===== src/pphf_fifo.sv =====
// ----------------------------------------------------------------------------
// pphf_fifo
// two-entry queue between the classifying front and the table sequencer
// ----------------------------------------------------------------------------
module pphf_fifo #(
	parameter int W = 8
) (
	input  logic         clk,
	input  logic         arst_n,
	input  logic         push,
	input  logic [W-1:0] din,
	output logic         full,
	input  logic         pop,
	output logic [W-1:0] dout,
	output logic         empty
);

	logic [W-1:0] mem_q [2];
	logic         wp_q;
	logic         rp_q;
	logic [1:0]   cnt_q;

	assign full  = (cnt_q == 2'd2);
	assign empty = (cnt_q == 2'd0);
	assign dout  = mem_q[rp_q];

	always_ff @(posedge clk or negedge arst_n) begin
		if (!arst_n) begin
			wp_q  <= 1'b0;
			rp_q  <= 1'b0;
			cnt_q <= 2'd0;
		end else begin
			if (push) wp_q <= ~wp_q;
			if (pop) rp_q <= ~rp_q;
			cnt_q <= cnt_q + {1'b0, push} - {1'b0, pop};
		end
	end

	always_ff @(posedge clk) begin
		if (push) mem_q[wp_q] <= din;
	end

endmodule


===== config.mk =====
export PLATFORM = sky130hd
export DESIGN_NAME = pphf_fifo
export DESIGN_NICKNAME = d
export VERILOG_FILES = /design/src/pphf_fifo.sv
export SDC_FILE = /design/constraint.sdc
export NUM_CORES = 1
export LEC_CHECK = 0
export ABC_AREA = 1
export BUFFER_PORTS_ARGS = -buffer_cell sky130_fd_sc_hd__buf_2
export CAP_MARGIN = 30
export CORE_MARGIN = 2
export CORE_UTILIZATION = 53
export DETAILED_ROUTE_END_ITERATION = 10
export PLACE_DENSITY = 0.8
export SETUP_SLACK_MARGIN = 0.5
export SLEW_MARGIN = 10
export SYNTH_ARGS = -nofsm -noshare
export SYNTH_HDL_FRONTEND = slang
export SYNTH_SLANG_ARGS = --single-unit

===== constraint.sdc =====
create_clock -name clk -period 3.6 [get_ports clk]
set_input_delay 0.36 -clock clk [delete_from_list [all_inputs] [get_ports clk]]
set_output_delay 0.36 -clock clk [all_outputs]
set_load 0.05 [all_outputs]

==> qor.json <==
{
  "worst_skew_pair.late_latency": {"value": 0.29, "unit": "ns"},
  "yosysTopAreaCellShare": {"value": 0.5783},
  "cts.root.buffer_cell": {"value": "clkbuf_4"},
  "grt_pass1_vias": {"value": 486},
  "worst_setup_path_end_kind": {"value": "output pin"},
  "worst_voltage_drop_across_the_vdd_grid": {"value": 0.4563, "unit": "mV"},
  "worst-setup-path-type": {"value": "register to output pin"},
  "report.final.slew_viol_count": {"value": 0},
  "rr_startpoint": {"value": "wp_q$_DFFE_PN0P_"},
  "min_path_type": {"value": "input port to register"},
  "route.met3.wl": {"value": 43, "unit": "µm"},
  "hold_path.startpoint": {"value": "din[4]"},
  "wire_length_of_the_first_global_routing_pass": {"value": 2.028, "unit": "mm"},
  "dieHeight": {"value": 43.59, "unit": "µm"},
  "cts.sink_count": {"value": 20},
  "fin_nets": {"value": 106},
  "drt_pass1_iterations": {"value": 3},
  "crit_share_post_route": {"value": 0.5013},
  "critPathRequiredTime": {"value": 3.24, "unit": "ns"},
  "crit_path_start_kind": {"value": "register"},
  "grt_antenna_before_repair": {"value": 0},
  "cap_viol_max_count": {"value": 0},
  "relSlewSlack": {"value": 0.5694},
  "layout_min_cycle_time": {"value": 1.805, "unit": "ns"},
  "yosysTopAreaCell": {"value": "edfxtp_1"},
  "wl": {"value": 1.180, "unit": "mm"},
  "synth_seq_area_share": {"value": 0.6988},
  "number_of_warnings_reported_in_the_yosys_synthesis_log": {"value": 0},
  "route.met2.wl": {"value": 623, "unit": "µm"},
  "detail_routed_via_count_per_cell": {"value": 4.729},
  "arrival_time_of_data_at_the_critical_path_endpoint": {"value": 1.44, "unit": "ns"},
  "final_layout_size_suffix_gt1_frac": {"value": 0.2967},
  "leakage": {"value": 0.4610, "unit": "nW"},
  "finalSetupViolations": {"value": 0},
  "worst_hold_path.num_cells": {"value": 1},
  "mappedNetlistArea": {"value": 830.8, "unit": "µm²"},
  "num_io_pins": {"value": 22},
  "fill_count": {"value": 125},
  "initial_utilization": {"value": 0.5580},
  "1st_iter_drt_viols": {"value": 8},
  "setup_slack": {"value": 1.795, "unit": "ns"},
  "antennaDiodeCount": {"value": 0},
  "top_cells_by_area_in_the_synthesized_netlist": {"value": "edfxtp_1 58%, dfrtp_1 12%, inv_1 6.8%"},
  "ctsHtreeMaxLevel": {"value": 1},
  "cts.clk_slew.worst_paths": {"value": 0.11, "unit": "ns"},
  "gpl.final_weighted_congestion": {"value": 0.7020},
  "detailedPlacementHpwl": {"value": 896.4, "unit": "µm"},
  "area_growth_syn_to_layout": {"value": 15.66, "unit": "%"},
  "uppermost_metal_layer_occupied_by_signal_nets": {"value": "met4"},
  "cts_max_path_buffers": {"value": 2},
  "track_usage": {"value": 0.1504},
  "buffer_ports.inserted": {"value": 21},
  "routed-via-count": {"value": 506},
  "dpl_worst_slack": {"value": 2.095, "unit": "ns"},
  "wl_per_cell": {"value": 11.03, "unit": "µm"},
  "setup-tns-final": {"value": 0, "unit": "ns"},
  "unrepaired_setup_endpoints_after_global_routing": {"value": "no"},
  "grt_max_degree": {"value": 18},
  "critPathMaxFanout": {"value": 17},
  "dieWidth": {"value": 43.59, "unit": "µm"},
  "grt_remaining_overflow": {"value": 0},
  "synthesis.area_per_instance": {"value": 12.40, "unit": "µm²"},
  "antenna_violating_nets_post_route": {"value": 0},
  "fmax": {"value": 554.1, "unit": "MHz"},
  "standard_cell_row_count": {"value": 14},
  "skew": {"value": 0.003015, "unit": "ns"},
  "max_slew.worst_pin.slew": {"value": 0.6436, "unit": "ns"},
  "syn_nets": {"value": 81},
  "syn-instance-count": {"value": 67},
  "cts_tree": {"value": "done"},
  "p_per_area": {"value": 888.4, "unit": "nW/µm²"},
  "die_area": {"value": 1900, "unit": "µm²"},
  "clock_buffers_created_by_tritoncts": {"value": 3},
  "core_area": {"value": 1489, "unit": "µm²"},
  "final_hold_violation_count": {"value": 0},
  "whs_endpoint": {"value": "mem_q[1][4]$_DFFE_PP_"},
  "worst-r2r-setup-slack": {"value": 2.30, "unit": "ns"},
  "postSynthRegisterBits": {"value": 20},
  "result_of_the_run": {"value": "finished, final reports clean"},
  "drt_drc_violations_left": {"value": 0},
  "wl_met1": {"value": 496, "unit": "µm"},
  "regToRegEndpoint": {"value": "mem_q[0][0]$_DFFE_PP_"},
  "yosys.cell_types.count": {"value": 12},
  "r2r_cells": {"value": 1}
}
-- worst max-delay path, cell delays in order (launching register included) --
cell,delay (ns)
dfrtp_1,0.68
nand2_1,0.13
o21ai_2,0.07
buf_2,0.27
-- metrics by stage --
step	cell area, µm²	hold slack, ns	cells	power [mW]	utilization
6_report	960.9	0.2511	107	0.8536	0.6454
5_1_grt	960.9	0.2340	107	0.9107	0.6454
3_5_place_dp	924.6	0.1744	102	0.7616	0.6210
3_3_place_gp	924.6	0.1702	102	0.7467	0.6210
2_1_floorplan	830.8	0.06441	67	0.7070	-
4_1_cts	960.9	0.2454	107	0.8638	0.6454
-- metal layers --
metal | vias up | global-route usage
met1 | 233 | 0.1943
met4 | 0 | 0.05455
met2 | 11 | 0.2382
met3 | 2 | 0.05000
li1 | 260 | -
met5 | - | 0
-- synth_stat cells --
master    number
edfxtp_1      16
inv_1         15
nand2_1       14
o21ai_0        5
dfrtp_1        4
nor2_1         3
o21ai_2        3
ha_1           2
xor2_1         2
buf_12         1
buf_6          1
nand3_1        1
-- where the power goes --
| part | internal [mW] | total [mW] | switching (mW) |
|---|---|---|---|
| Combinational | 0.0906 | 0.388 | 0.298 |
| Sequential | 0.314 | 0.362 | 0.0486 |
| Clock | 0.0403 | 0.103 | 0.0628 |
-- timing repair --
action / CTS / global route
resized for setup: 0 / 0
hold endpoints to repair: 4 / 0
setup buffers: 0 / 0
hold buffers: 1 / 0
setup endpoints to repair: 0 / 0
-- cells in the final DEF (no fill, tap or decap) --
| cell | count |
|---|---|
| nor2_1 | 3 |
| dfrtp_1 | 4 |
| o21ai_0 | 5 |
| clkbuf_4 | 3 |
| clkinv_1 | 1 |
| nand2_1 | 14 |
| buf_2 | 21 |
| inv_1 | 15 |
| o21ai_2 | 3 |
| ha_1 | 2 |
| edfxtp_1 | 16 |
| xor2_1 | 2 |
| nand3_1 | 1 |
| dlygate4sd3_1 | 1 |
-- flip-flops by register name (all words and copies together) (netlist names) --
| name | cells |
|---|---|
| cnt_q | 2 |
| wp_q | 1 |
| rp_q | 1 |
| mem_q | 16 |
-- worst max path at each step --
stage,depth (start not counted),slack (ns),startpoint,end
3_3_place_gp,3,2.12,rp_q$_DFFE_PN0P_,dout[1]
6_report,3,1.80,rp_q$_DFFE_PN0P_,dout[5]
5_1_grt,3,1.62,rp_q$_DFFE_PN0P_,dout[5]
3_5_place_dp,3,2.10,rp_q$_DFFE_PN0P_,dout[5]
2_1_floorplan,2,1.65,rp_q$_DFFE_PN0P_,dout[0]
4_1_cts,3,1.77,rp_q$_DFFE_PN0P_,dout[1]
-- cells by family (layout without fill, tap and decap cells) --
kind of cell	count (synthesis)	after routing	synth area share
adders and majority gates	2	2	0.03012
buffers and inverters	17	41	0.1054
and+or+nand+nor	18	18	0.08282
xor gates and xnor gates	2	2	0.02109
DFF	20	20	0.6988
AOI/OAI and AO/OA	8	8	0.06175
-- final cells by class --
cell class / count / area (µm²) / share of cell area
timing repair buffer: 22 / 115.1 / 0.1198
multi-input combinational: 30 / 162.7 / 0.1693
inverter: 15 / 56.30 / 0.05859
clock inverter: 1 / 3.754 / 0.003906
tap: 16 / 20.02 / 0.02083
sequential: 20 / 580.6 / 0.6042
clock buffer: 3 / 22.52 / 0.02344
(Power assumes the default switching activity.)
