<file path="config.mk">
export PLATFORM = sky130hd
export DESIGN_NAME = pphf_front
export DESIGN_NICKNAME = d
export VERILOG_FILES = /design/src/pphf_pkg.sv /design/src/pphf_front.sv
export SDC_FILE = /design/constraint.sdc
export NUM_CORES = 1
export LEC_CHECK = 0
export ABC_CLOCK_PERIOD_IN_PS = 3500
export BUFFER_PORTS_ARGS = -buffer_cell sky130_fd_sc_hd__buf_2
export CELL_PAD_IN_SITES_DETAIL_PLACEMENT = 1
export CELL_PAD_IN_SITES_GLOBAL_PLACEMENT = 2
export CORE_UTILIZATION = 35
export CTS_CLUSTER_SIZE = 28
export DETAILED_ROUTE_END_ITERATION = 8
export GPL_TIMING_DRIVEN = 0
export PLACE_DENSITY_LB_ADDON = 0.1
export SLEW_MARGIN = 20
export SYNTH_ARGS = -nofsm -noshare
export SYNTH_HDL_FRONTEND = slang
export SYNTH_SLANG_ARGS = --single-unit
</file>
<file path="constraint.sdc">
create_clock -name clk -period 3.5 [get_ports clk]
set_input_delay 0.35 -clock clk [delete_from_list [all_inputs] [get_ports clk]]
set_output_delay 0.35 -clock clk [all_outputs]
set_load 0.02 [all_outputs]
</file>
<file path="src/pphf_pkg.sv">
// ----------------------------------------------------------------------------
// pphf_pkg
// shared constants, codes and state types of the protocol/port hash filter
// ----------------------------------------------------------------------------
package pphf_pkg;

	localparam int BUCKETS_DEF = 1024;
	localparam int POOL_DEF    = 1024;
	localparam int HASH_SHIFT  = 5;
	localparam int HASH_W      = 17;
	localparam int MOD_W       = 11;
	localparam int MOD_RESET   = 1021;
	localparam int PROTO_W     = 8;
	localparam int PORT_W      = 16;
	localparam int STAT_W      = 3;
	localparam int BKT_OUT_W   = 10;
	localparam int IDX_W       = 1;

	typedef enum logic {
		OP_INSERT = 1'b0,
		OP_LOOKUP = 1'b1
	} op_t;

	typedef enum logic [STAT_W-1:0] {
		ST_MISS     = 3'd0,
		ST_HIT      = 3'd1,
		ST_DISABLED = 3'd2,
		ST_STORED   = 3'd3,
		ST_FULL     = 3'd4
	} status_t;

	typedef enum logic [IDX_W-1:0] {
		REG_MODULUS = 1'b0,
		REG_DISABLE = 1'b1
	} reg_t;

	typedef enum logic [1:0] {
		F_IDLE,
		F_DIV,
		F_PUSH
	} front_state_t;

	typedef enum logic [2:0] {
		B_CLEAR,
		B_IDLE,
		B_HCHK,
		B_PCHK,
		B_FRESH,
		B_DONE
	} back_state_t;

	typedef struct packed {
		logic    q_push;
		logic    q_full;
		logic    q_empty;
		logic    q_pop;
	} q_ctrl_t;

endpackage

</file>
<file path="src/pphf_front.sv">
// ----------------------------------------------------------------------------
// pphf_front
// accepts words, hashes the pair and finds the bucket with a bit-serial
// remainder, then hands the classified word to the queue
// ----------------------------------------------------------------------------
module pphf_front #(
	parameter int BUCKETS = pphf_pkg::BUCKETS_DEF,
	parameter int BW      = $clog2(BUCKETS),
	parameter int IW      = 1 + pphf_pkg::PROTO_W + pphf_pkg::PORT_W + BW
) (
	input  logic                         clk,
	input  logic                         arst_n,
	input  logic                         in_valid,
	output logic                         in_ready,
	input  logic                         in_op,
	input  logic [pphf_pkg::PROTO_W-1:0] in_proto,
	input  logic [pphf_pkg::PORT_W-1:0]  in_port,
	input  logic [pphf_pkg::MOD_W-1:0]   modulus,
	output logic                         push,
	input  logic                         full,
	output logic [IW-1:0]                item
);

	localparam int MW = BW + 1;
	localparam int CW = (pphf_pkg::MOD_W > MW) ? pphf_pkg::MOD_W : MW;
	localparam int NW = $clog2(pphf_pkg::HASH_W);

	pphf_pkg::front_state_t state_q, state_d;
	logic [NW-1:0]                cnt_q;
	logic [pphf_pkg::HASH_W-1:0]  dvd_q;
	logic [MW-1:0]                rem_q;
	logic [MW-1:0]                m_q;
	logic                         op_q;
	logic [pphf_pkg::PROTO_W-1:0] proto_q;
	logic [pphf_pkg::PORT_W-1:0]  port_q;

	logic [pphf_pkg::HASH_W-1:0]  hash;
	logic [CW-1:0]                mod_ext;
	logic [MW-1:0]                m_sel;
	logic [MW:0]                  sh;
	logic [MW:0]                  sub;
	logic [MW-1:0]                rem_nx;
	logic                         accept;

	assign hash = (pphf_pkg::HASH_W'(in_proto) << pphf_pkg::HASH_SHIFT)
		+ pphf_pkg::HASH_W'(in_proto) + pphf_pkg::HASH_W'(in_port);
	assign mod_ext = CW'(modulus);

	always_comb begin
		if (modulus == '0) begin
			m_sel = MW'(1);
		end else if (mod_ext > CW'(BUCKETS)) begin
			m_sel = MW'(BUCKETS);
		end else begin
			m_sel = MW'(mod_ext);
		end
	end

	assign sh     = {rem_q, dvd_q[pphf_pkg::HASH_W-1]};
	assign sub    = sh - {1'b0, m_q};
	assign rem_nx = (sh >= {1'b0, m_q}) ? sub[MW-1:0] : sh[MW-1:0];

	assign in_ready = (state_q == pphf_pkg::F_IDLE);
	assign accept   = in_valid && in_ready;
	assign item     = {op_q, proto_q, port_q, rem_q[BW-1:0]};

	always_comb begin
		state_d = state_q;
		push    = 1'b0;
		unique case (state_q)
			pphf_pkg::F_IDLE: begin
				if (in_valid) state_d = pphf_pkg::F_DIV;
			end
			pphf_pkg::F_DIV: begin
				if (cnt_q == NW'(pphf_pkg::HASH_W - 1)) state_d = pphf_pkg::F_PUSH;
			end
			pphf_pkg::F_PUSH: begin
				push = !full;
				if (!full) state_d = pphf_pkg::F_IDLE;
			end
			default: state_d = pphf_pkg::F_IDLE;
		endcase
	end

	always_ff @(posedge clk or negedge arst_n) begin
		if (!arst_n) begin
			state_q <= pphf_pkg::F_IDLE;
		end else begin
			state_q <= state_d;
		end
	end

	always_ff @(posedge clk) begin
		if (accept) begin
			dvd_q   <= hash;
			rem_q   <= '0;
			cnt_q   <= '0;
			m_q     <= m_sel;
			op_q    <= in_op;
			proto_q <= in_proto;
			port_q  <= in_port;
		end else if (state_q == pphf_pkg::F_DIV) begin
			rem_q <= rem_nx;
			dvd_q <= dvd_q << 1;
			cnt_q <= cnt_q + NW'(1);
		end
	end

endmodule

</file>
==> results.md, run 1 <==
- The most common cell in the synthesized netlist is sky130_fd_sc_hd__edfxtp_1.
- After synthesis, the cell types taking the most area are sky130_fd_sc_hd__edfxtp_1, sky130_fd_sc_hd__ha_1, sky130_fd_sc_hd__dfxtp_1.
- The synthesized netlist devotes roughly 15% of its cell area to simple gates.
- The async set or reset register ratio after synthesis is 2.817%.
- The analysis attributes to net switching a power of ~1.6 mW.
- The count of fill cells added during filler insertion is 1,322.
- Counting distinct cell types in the post-synthesis netlist gives 61.
- After detailed routing, the total wire length is ~10,000 µm.
- The power share of the combinational group is 45.3%.
- After the first detailed-routing iteration, the DRC count stood at 122.
- Routability-driven placement finished with a final weighted congestion of between 0.7 and 0.8.
- In this run, synthesis inferred 53 flip-flops with an integrated enable.
- The worst setup path is captured at a flip-flop.
- In the final design database the tool counted 565 nets.
- Of the available clock period, the critical path in the final layout requires around three quarters.
- The routed via count is 3,198.
- Max-cap violations in this run came to 0.
- The detailed-routing iteration count for the pre-antenna-repair pass is 6.
- After synthesis, the largest area contributor takes up roughly two fifths of total cell area.
- STA classifies the critical path startpoint as a flip-flop.
- The final design utilization is 43.99%.
- Entering global routing, the biggest net connects 29 pins.
- The type of the worst min-delay path is input port to flip-flop.
- The maximum clock path buffer count is 2.
- Cells with a size suffix above 1 make up 23.72% of the layout.
- TritonCTS built the clock tree.
- The proportion of synthesized area in mux cells is under 10%.
- In the global route stage, overall resource usage came out at approximately 17%.
- Using the TritonRoute via totals, the vias-per-cell ratio works out to just over 5.
- The total power density per cell area is 838.2 nW/µm².
- The most numerous cell type found on the critical path is sky130_fd_sc_hd__nand2_1.
- Sorting the synthesized cells by how often they occur yields sky130_fd_sc_hd__edfxtp_1, sky130_fd_sc_hd__ha_1, sky130_fd_sc_hd__nand2_1.
- The per-cell routed wire length is 15.92 µm.
- The final reports fail on design-rule violations.
- Summing the areas of all compound-gate instances in the mapped netlist gives 13.67% of the synthesized area.
- The number of buffers created by CTS is 9.
- On the critical path, the stage with the largest delay is an instance of sky130_fd_sc_hd__nand2_1.
- The post-route clock skew is 5.993 ps.
- The relative max-transition margin is 52.34%.
- The net count after synthesis is 477.
- The clock root buffer is sky130_fd_sc_hd__clkbuf_16.
- The summed instance area of the synthesized netlist is 4174 µm².
- Summed over all cells, the static leakage comes to 2.235 nW.
- Across the whole layout, storage elements account for between 1500 and 2000 µm².
- The biggest cell delay along the critical path is approximately 560 ps.
- The minimum period implied by the final worst setup slack is 2620 ps.
- Counting every instance in the synthesized netlist gives 396.
- Buffers placed on the I/O ports in this run total 75.
- After synthesis the netlist holds a flip-flop and latch count of 71.
- The number of antenna-violating nets in the routed design is 0.
- The number of global-route vias before repair is 3,324.
- The adder and majority cell fraction of the synthesized area is between 10% and 20%.
- The total inserted antenna cells is 0.
- Setup violations remaining at the end of the flow were counted as 0.
- The run finished, with violations left.
- The share of total power dissipated in sequential elements is 33.0%.
- The number of antenna violations at the first check in global routing is 0.
- Clock-pin slew was measured on the worst setup and hold paths at 60 ps.
- The endpoint required time on the critical path is 3410 ps.
- The core region is 11,520 µm².
- Setup repair after global routing left no endpoint under its margin.
- In this run switching power makes up 37.85% of total power.
- Gates resized during post-CTS repair numbered 0.
- The horizontal die dimension is 111.2 µm.
- Per report_power, the clock group accounts for 21.7% of the total.
- Across the VDD grid, the largest voltage drop is 0.3065 mV.
- The number of warnings issued by yosys is 0.
- STA puts the critical path data arrival time at about 2500 ps.
- By area, the combinational part of the netlist is dominated by simple AND/OR/NAND/NOR gates.
- For this run, the top clock speed supported by timing is 381.6 MHz.
- Summed over all nets, the half-perimeter wirelength after detailed placement is ~7800 µm.
- Summing all multi-input logic gate instances after layout gives 1964 µm².
- The row count is 39.
- 77 I/O pins were placed.
- The post-synthesis to final-layout area growth is 21.37%.
- The wire length of the first global-routing pass is ~16,000 µm.
- The worst setup path category is flip-flop to flip-flop.
- The die covers approximately 12,000 µm².
- The number of H-tree levels is 3.
- The total overflow left after global routing is 0.
- The vertical extent of the die is 111.2 µm.
- The per-instance average area after synthesis is 10.54 µm².
- The number of hold-slack violations in the final timing report is 0.
- The dominant delay contributor by cell family on the critical path is simple AND/OR/NAND/NOR gates.
- The count of pins over their slew limit is 0.
- The cell internal power dissipation is 2.639 mW.
- For the worst-skew pair, the clock arrives at the later sink with an insertion delay of around 330 ps.
- The share of the Yosys chip area taken by registers is 47.00%.
- The overall power after layout is 4.246 mW.
- CTS saw 71 sinks.
- The transition time of the tightest slew-check pin is between 700 and 800 ps.
- The fraction of synthesized cell area in xor and xnor cells is around 3.4%.
- For this configuration, the core starts out at a cell density of 36.25%.
- The biggest area contributor in the post-synthesis netlist is sky130_fd_sc_hd__edfxtp_1.
- The DRC violations left is 4.
- Of all nets on the critical path, the largest fanout is 17.
- The critical path contains buffers and inverters numbering 2 combined.
- The most used flip-flop cell after synthesis is sky130_fd_sc_hd__edfxtp_1.
- Traced cell by cell, the critical path runs through nor2_1, nand2_1, clkbuf_1, buf_1, nand2_1.
==> metrics by stage <==
step                setup slack, ps  cells  instance area (µm²)  setup TNS, ps  hold WS, ps
finish                        879.8    632                 5066              0        191.4
CTS                           751.1    632                 5066              0        178.5
global placement             -113.4    614                 4728         -138.1        136.8
floorplan                     671.9    396                 4174              0        54.41
detailed placement            626.6    615                 4750              0        138.6
global route                  596.3    632                 5066              0        185.1
==> cell usage in the layout, fill, tap and decap left out, types with 12 or more instances in the layout <==
cell                       count
sky130_fd_sc_hd__a21oi_1      13
sky130_fd_sc_hd__buf_2        76
sky130_fd_sc_hd__dfxtp_1      16
sky130_fd_sc_hd__edfxtp_1     53
sky130_fd_sc_hd__ha_1         36
sky130_fd_sc_hd__inv_1        29
sky130_fd_sc_hd__nand2_1      34
sky130_fd_sc_hd__nand3_1      22
sky130_fd_sc_hd__nor2_1       16
sky130_fd_sc_hd__nor2b_1      12
sky130_fd_sc_hd__o21ai_0      24
==> layout make-up <==
type                            instances  area share (%)
Buffer                                 22           2.618
Clock buffer                           14           5.853
Clock inverter                          2          0.1976
Inverter                               31           2.297
Multi-Input combinational cell        272           38.77
Sequential cell                        71           38.73
Tap cell                              143           3.532
Timing Repair Buffer                   77           8.002
==> power by group through the flow <==
stage / registers, mW / clock network, mW / logic, mW
floorplan: 1.41 / 0 / 1.42
detailed placement: 1.42 / 0 / 1.94
CTS: 1.40 / 0.947 / 1.95
global placement: 1.42 / 0 / 1.90
finish: 1.40 / 0.922 / 1.93
global route: 1.43 / 0.980 / 2.15
==> registers in the layout (all words and copies together), names as in the netlist <==
name     count
proto_q      8
port_q      16
state_q      2
op_q         1
dvd_q       17
rem_q       11
cnt_q        5
m_q         11
==> worst paths after layout <==
| check | startpoint | end | slack (ps) | cells after the start |
|---|---|---|---|---|
| setup reg to reg | state_q[0] | dvd_q[16] | 880 | 5 |
| hold reg to reg | rem_q[10] | rem_q[10] | 490 | 2 |
| min in group asynchronous | arst_n | state_q[1] | 330 | 2 |
| hold / removal | modulus[10] | m_q[10] | 190 | 1 |
| setup / recovery | state_q[0] | dvd_q[16] | 880 | 5 |
| max in group asynchronous | arst_n | state_q[0] | 3080 | 2 |
==> per-layer routing <==
| layer | up-vias | global-route usage [%] | part of all wire [%] |
|---|---|---|---|
| met1 | 1517 | 20.72 | 46 |
| li1 | 1613 | - | - |
| met4 | 0 | 5.676 | 1.3 |
| met5 | - | 0 | 0 |
| met2 | 59 | 29.96 | 50 |
| met3 | 9 | 3.226 | 3.0 |
==> worst reg2reg max path, delay by kind of cell, from the launching register on <==
kind / cells / cell delay [ps]
AND/OR/NAND/NOR: 3 / 910
buffers and inverters: 2 / 870
flip-flops: 1 / 400
==> cell families (layout without fill, tap and decap cells) <==
kind of cell | count (synthesis) | after routing
compound gates | 88 | 88
xor+xnor | 16 | 16
fa+ha+maj | 41 | 41
buf+inv | 53 | 146
flops | 71 | 71
mux | 9 | 9
simple gates | 118 | 118
==> repair_timing <==
action | CTS | global route
endpoints found under the hold margin | 2 | 0
hold buffers | 1 | 0
setup buffers | 0 | 0
Power figures use the tool's default switching activity.
==> run 2: changes to the inputs <==
ABC_AREA = 1   (was unset)
ABC_CLOCK_PERIOD_IN_PS = 2200   (was 3500)
CORE_UTILIZATION = 30   (was 35)
clock period = 2.2 ns   (was 3.5 ns; I/O delays follow)
==> run 2 against run 1 <==
Effect of this change:
- the run now ends clean
- die area grew 28%
- hold slack worse by 140 ps
- global-route usage is essentially flat
- clock power rose by 74%
- via count up 24%
- core utilization is 6.1 points lower
- first-iteration DRC count down 31%
- synthesized cell count rose by 48%
- final cell count grew 36%
- critical endpoint is now rem_q[2]
- highest routed layer unchanged
==> results.md, run 2 <==
- The synthesized design contains 53 enable-type register cells.
- The final design utilization is 37.89%.
- TritonCTS built the clock tree.
- After detailed routing, the number of remaining DRC violations is 0.
- Synthesis inferred 71 register bits.
- The path class of the tightest hold or removal check is input port to flip-flop.
- The first routing iteration left 84 violations.
- The clock sink count is 71.
- The worst vdd rail ir drop is about 0.44 mV.
- The last weighted congestion value of the routability-driven placer is 0.8007.
- The all-layer global routing usage is 16.99%.
- Summing all flip-flop and latch instances after layout gives roughly 2000 µm².
- The summed instance area of the synthesized netlist is 4617 µm².
- The per-cell routed wire length is 14.53 µm.
- The most common cell in the synthesized netlist is sky130_fd_sc_hd__nand2_1.
- The sequential power share is 30.5%.
- The count of pins over their slew limit was 0.
- The startpoint type of the worst setup path is a flip-flop.
- The total overflow reported by the global router is 0.
- The first TritonRoute pass finished after 4 iterations.
- By count the netlist is led by sky130_fd_sc_hd__nand2_1, sky130_fd_sc_hd__inv_1, sky130_fd_sc_hd__edfxtp_1.
- The register with the most flip-flops in the layout has 17 of them.
- Clock skew on the completed layout was measured at 6.934 ps.
- The count of fill cells added during filler insertion is 1,826.
- Clock tree synthesis selected as its root buffer the cell sky130_fd_sc_hd__clkbuf_16.
- Synthesis produced a netlist with a net count of between 600 and 700.
- Data arrives at the worst endpoint at 2250 ps.
- Along the worst path, the maximum fanout reaches 10.
- The full die area is 15,890 µm².
- In this run the number of H-tree levels came out at 3.
- The largest registers in the layout are dvd_q: 17 flops, port_q: 16 flops.
- In this run the tool buffered the top-level ports with between 70 and 80 buffer cells.
- The placed wire-length estimate after detailed placement is just under 10,000 µm.
- The reported max-cap violation count is 0.
- The placed instance count is 845.
- For this design, the slowest cell found on the critical path is sky130_fd_sc_hd__edfxtp_1.
- In the layout the commonest cells are sky130_fd_sc_hd__nand2_1, sky130_fd_sc_hd__inv_1, sky130_fd_sc_hd__buf_2, sky130_fd_sc_hd__edfxtp_1, sky130_fd_sc_hd__nand3_1.
- The endpoint required time on the critical path is 2410 ps.
- The critical path goes through ha_1, fa_2, inv_1, nand3_1, nand3_1, nand2_2, nand3_2, buf_8, nand2_1, nand3_1, o21ai_1.
- The core region area is 14,750 µm².
- The top achievable clock speed is 488.6 MHz.
- The fraction of final layout cells with drive strength greater than 1 is between 10% and 20%.
- The horizontal die dimension is 126.1 µm.
- The area of the multi-input gates is 2118 µm².
- The register with the most flip-flops in the final layout is dvd_q.
- The routed wire length is 12,530 µm.
- The relative max-transition margin is 55.28%.
- The number of buffers created by CTS is 9.
- The number of global-route vias before repair is 4,245.
- The library cell occupying the most area in the post-synthesis netlist is sky130_fd_sc_hd__edfxtp_1.
- Net switching is 41.72% of the power.
- In the routed layout, each cell is associated on average with a via count of 4.589.
- For this design the total switching power over the nets is 3.044 mW.
- Setup repair after global routing left no endpoint under its margin.
- The routed via count is between 3,000 and 4,000.
- Counting flops with an async set or reset pin after synthesis yields a share of 2.817%.
- The number of antenna-violating nets in the routed design is 0.
- The cell internal power dissipation is 4.252 mW.
- The count of cell types in the netlist is 31.
- At the placement stage, the worst setup path has a slack of -354.6 ps.
- The number of standard cells after synthesis is 585.
- For the pin with the worst max-slew slack, the measured transition is 670.9 ps.
- The portion of synthesized cell area occupied by the leading cell type is between 30% and 40%.
- For this run, the leading register cell type out of synthesis is sky130_fd_sc_hd__edfxtp_1.
- Clock-pin slew was measured on the worst setup and hold paths at 60 ps.
- The first global-routing pass estimated 20,820 µm of wire.
- The floorplan has 44 rows.
- Among the stages of the critical path, the cell type that occurs most often is sky130_fd_sc_hd__nand3_1.
- The smallest clock period supported by the final layout is computed as 2047 ps.
- The clock latency reported for the late side of the worst-skew pair is between 300 and 400 ps.
- The number of cells in the finished layout apart from fillers is 862.
- The worst slack on hold paths is 54.87 ps.
- Once the floorplan was initialized, standard cells occupied 31.29% of the core.
- In the finished design, the share of the clock period the worst path needs comes to 93.03%.
- The post-synthesis to final-layout area growth is 21.08%.
- By startpoint and endpoint, the worst setup path is classified as flip-flop to flip-flop.
- The clock network burns 21.9% of the power.
- During synthesis, Yosys emitted a total of 0 warnings.
- The total inserted antenna cells is 0.
- The flow ran to the end, and the final reports show no timing, DRC or antenna violations.
- The number of nets in the final layout is around 750.
- The count of final setup violators is 0.
- Across all setup checks in the final design, the least slack found is 153.3 ps.
- The per-instance average area after synthesis is 7.892 µm².
- Power spread over the standard cell area amounts to 1305 nW/µm².
- Pin placement for this block handled slightly below 80 I/O pins.
- The power share of the combinational group is 47.6%.
- The final sum of negative setup slack is 0 ps.
- In the post-synthesis netlist, the biggest area contributors are sky130_fd_sc_hd__edfxtp_1, sky130_fd_sc_hd__nand2_1, sky130_fd_sc_hd__ha_1.
- The number of antenna violations at the first check in global routing came to 0.
- The biggest cell delay along the critical path is 390 ps.
- Buffers added to address setup during post-CTS repair amount to 0.
- In this run the deepest clock path goes through 2 buffers.
- The commonest non-fill, non-tap cell in the layout is sky130_fd_sc_hd__nand2_1.
- The die is roughly 130 µm tall.
- The number of hold-slack violations in the final timing report is 0.
- The endpoint kind of the worst setup timing path is a flip-flop.
- The pin count of the biggest net entering global routing is 46.
- Summed over all cells, the static leakage comes to 2.898 nW.
- The share of synthesized area occupied by flip-flops and latches is 42.49%.
## run 2: cell count changes in the layout (fill, tap and decap cells not counted), moves of 6 or more
cell / before / now
sky130_fd_sc_hd__a21o_1: 6 / 0
sky130_fd_sc_hd__xor2_1: 9 / 3
sky130_fd_sc_hd__inv_1: 29 / 108
sky130_fd_sc_hd__nand2_1: 34 / 171
sky130_fd_sc_hd__nand2_2: 1 / 9
sky130_fd_sc_hd__nor2_1: 16 / 38
sky130_fd_sc_hd__clkbuf_1: 10 / 3
sky130_fd_sc_hd__nand4_1: 4 / 20
sky130_fd_sc_hd__nand3_1: 22 / 46
sky130_fd_sc_hd__nor2b_1: 12 / 0
sky130_fd_sc_hd__mux2i_1: 6 / 0
sky130_fd_sc_hd__o21ai_0: 24 / 8
## run 2: final cells by class
class	instances	area share, %
tap	184	4.118
sequential	71	35.09
buffer	20	2.641
multi-input combinational	382	37.89
clock inverter	7	1.723
clock buffer	9	4.029
timing repair buffer	77	6.983
inverter	112	7.520
## run 2: metal layers
layer / vias up / share of wire, % / global-route usage (%) / wire length (µm)
met5: - / 0 / 0 / 0
met4: 0 / 1.8 / 5.386 / 229
met3: 14 / 2.8 / 3.908 / 346
met2: 57 / 53 / 32.34 / 6677
met1: 1847 / 42 / 18.45 / 5270
li1: 2038 / - / - / -
## run 2: through the flow
stage | cell area [µm²] | power (mW)
detailed placement | 5228 | 5.769
global route | 5590 | 7.949
floorplan | 4617 | 4.748
CTS | 5559 | 7.409
global placement | 5228 | 5.702
finish | 5590 | 7.296
## run 2: repair_timing
action / in CTS / in global routing
endpoints found under the hold margin: 2 / 0
hold buffers: 1 / 0
endpoints found under the setup margin: 0 / 15
gates resized for setup: 0 / 12
## run 2: logic make-up (layout without fill, tap and decap cells)
| family | Yosys count | count (layout) | share of synthesized area, % |
|---|---|---|---|
| adder cells (fa/ha/maj) | 41 | 41 | 11.92 |
| AND/OR/NAND/NOR | 300 | 300 | 28.21 |
| buffers and inverters | 132 | 225 | 12.22 |
| flip-flops | 71 | 71 | 42.49 |
| AO/OA/AOI/OAI | 34 | 34 | 3.821 |
| XOR/XNOR | 7 | 7 | 1.328 |
## run 2: power by group through the flow
stage	sequential [mW]	combinational [mW]	clock, mW
6_report	2.22	3.48	1.60
3_5_place_dp	2.25	3.52	0
5_1_grt	2.28	3.98	1.69
3_3_place_gp	2.24	3.46	0
2_1_floorplan	2.23	2.52	0
4_1_cts	2.23	3.52	1.65
## run 2: critical path, delay by kind of cell, from the launching register on
family | cells | cell delay (ps)
adders and majority gates | 2 | 600
and+or+nand+nor | 6 | 600
DFF | 1 | 390
buffers and inverters | 2 | 260
AOI/OAI and AO/OA | 1 | 80
## run 2: path summary, 6_finish.rpt
check	start	to	slack (ps)	cells after the start
worst max-delay path	m_q[0]	rem_q[2]	150	11
worst min-delay path	in_op	op_q	50	1
worst max register to register	m_q[0]	rem_q[2]	150	11
worst min register to register	rem_q[10]	rem_q[10]	480	2
max in group asynchronous	arst_n	state_q[0]	1900	2
min in group asynchronous	arst_n	state_q[1]	200	2
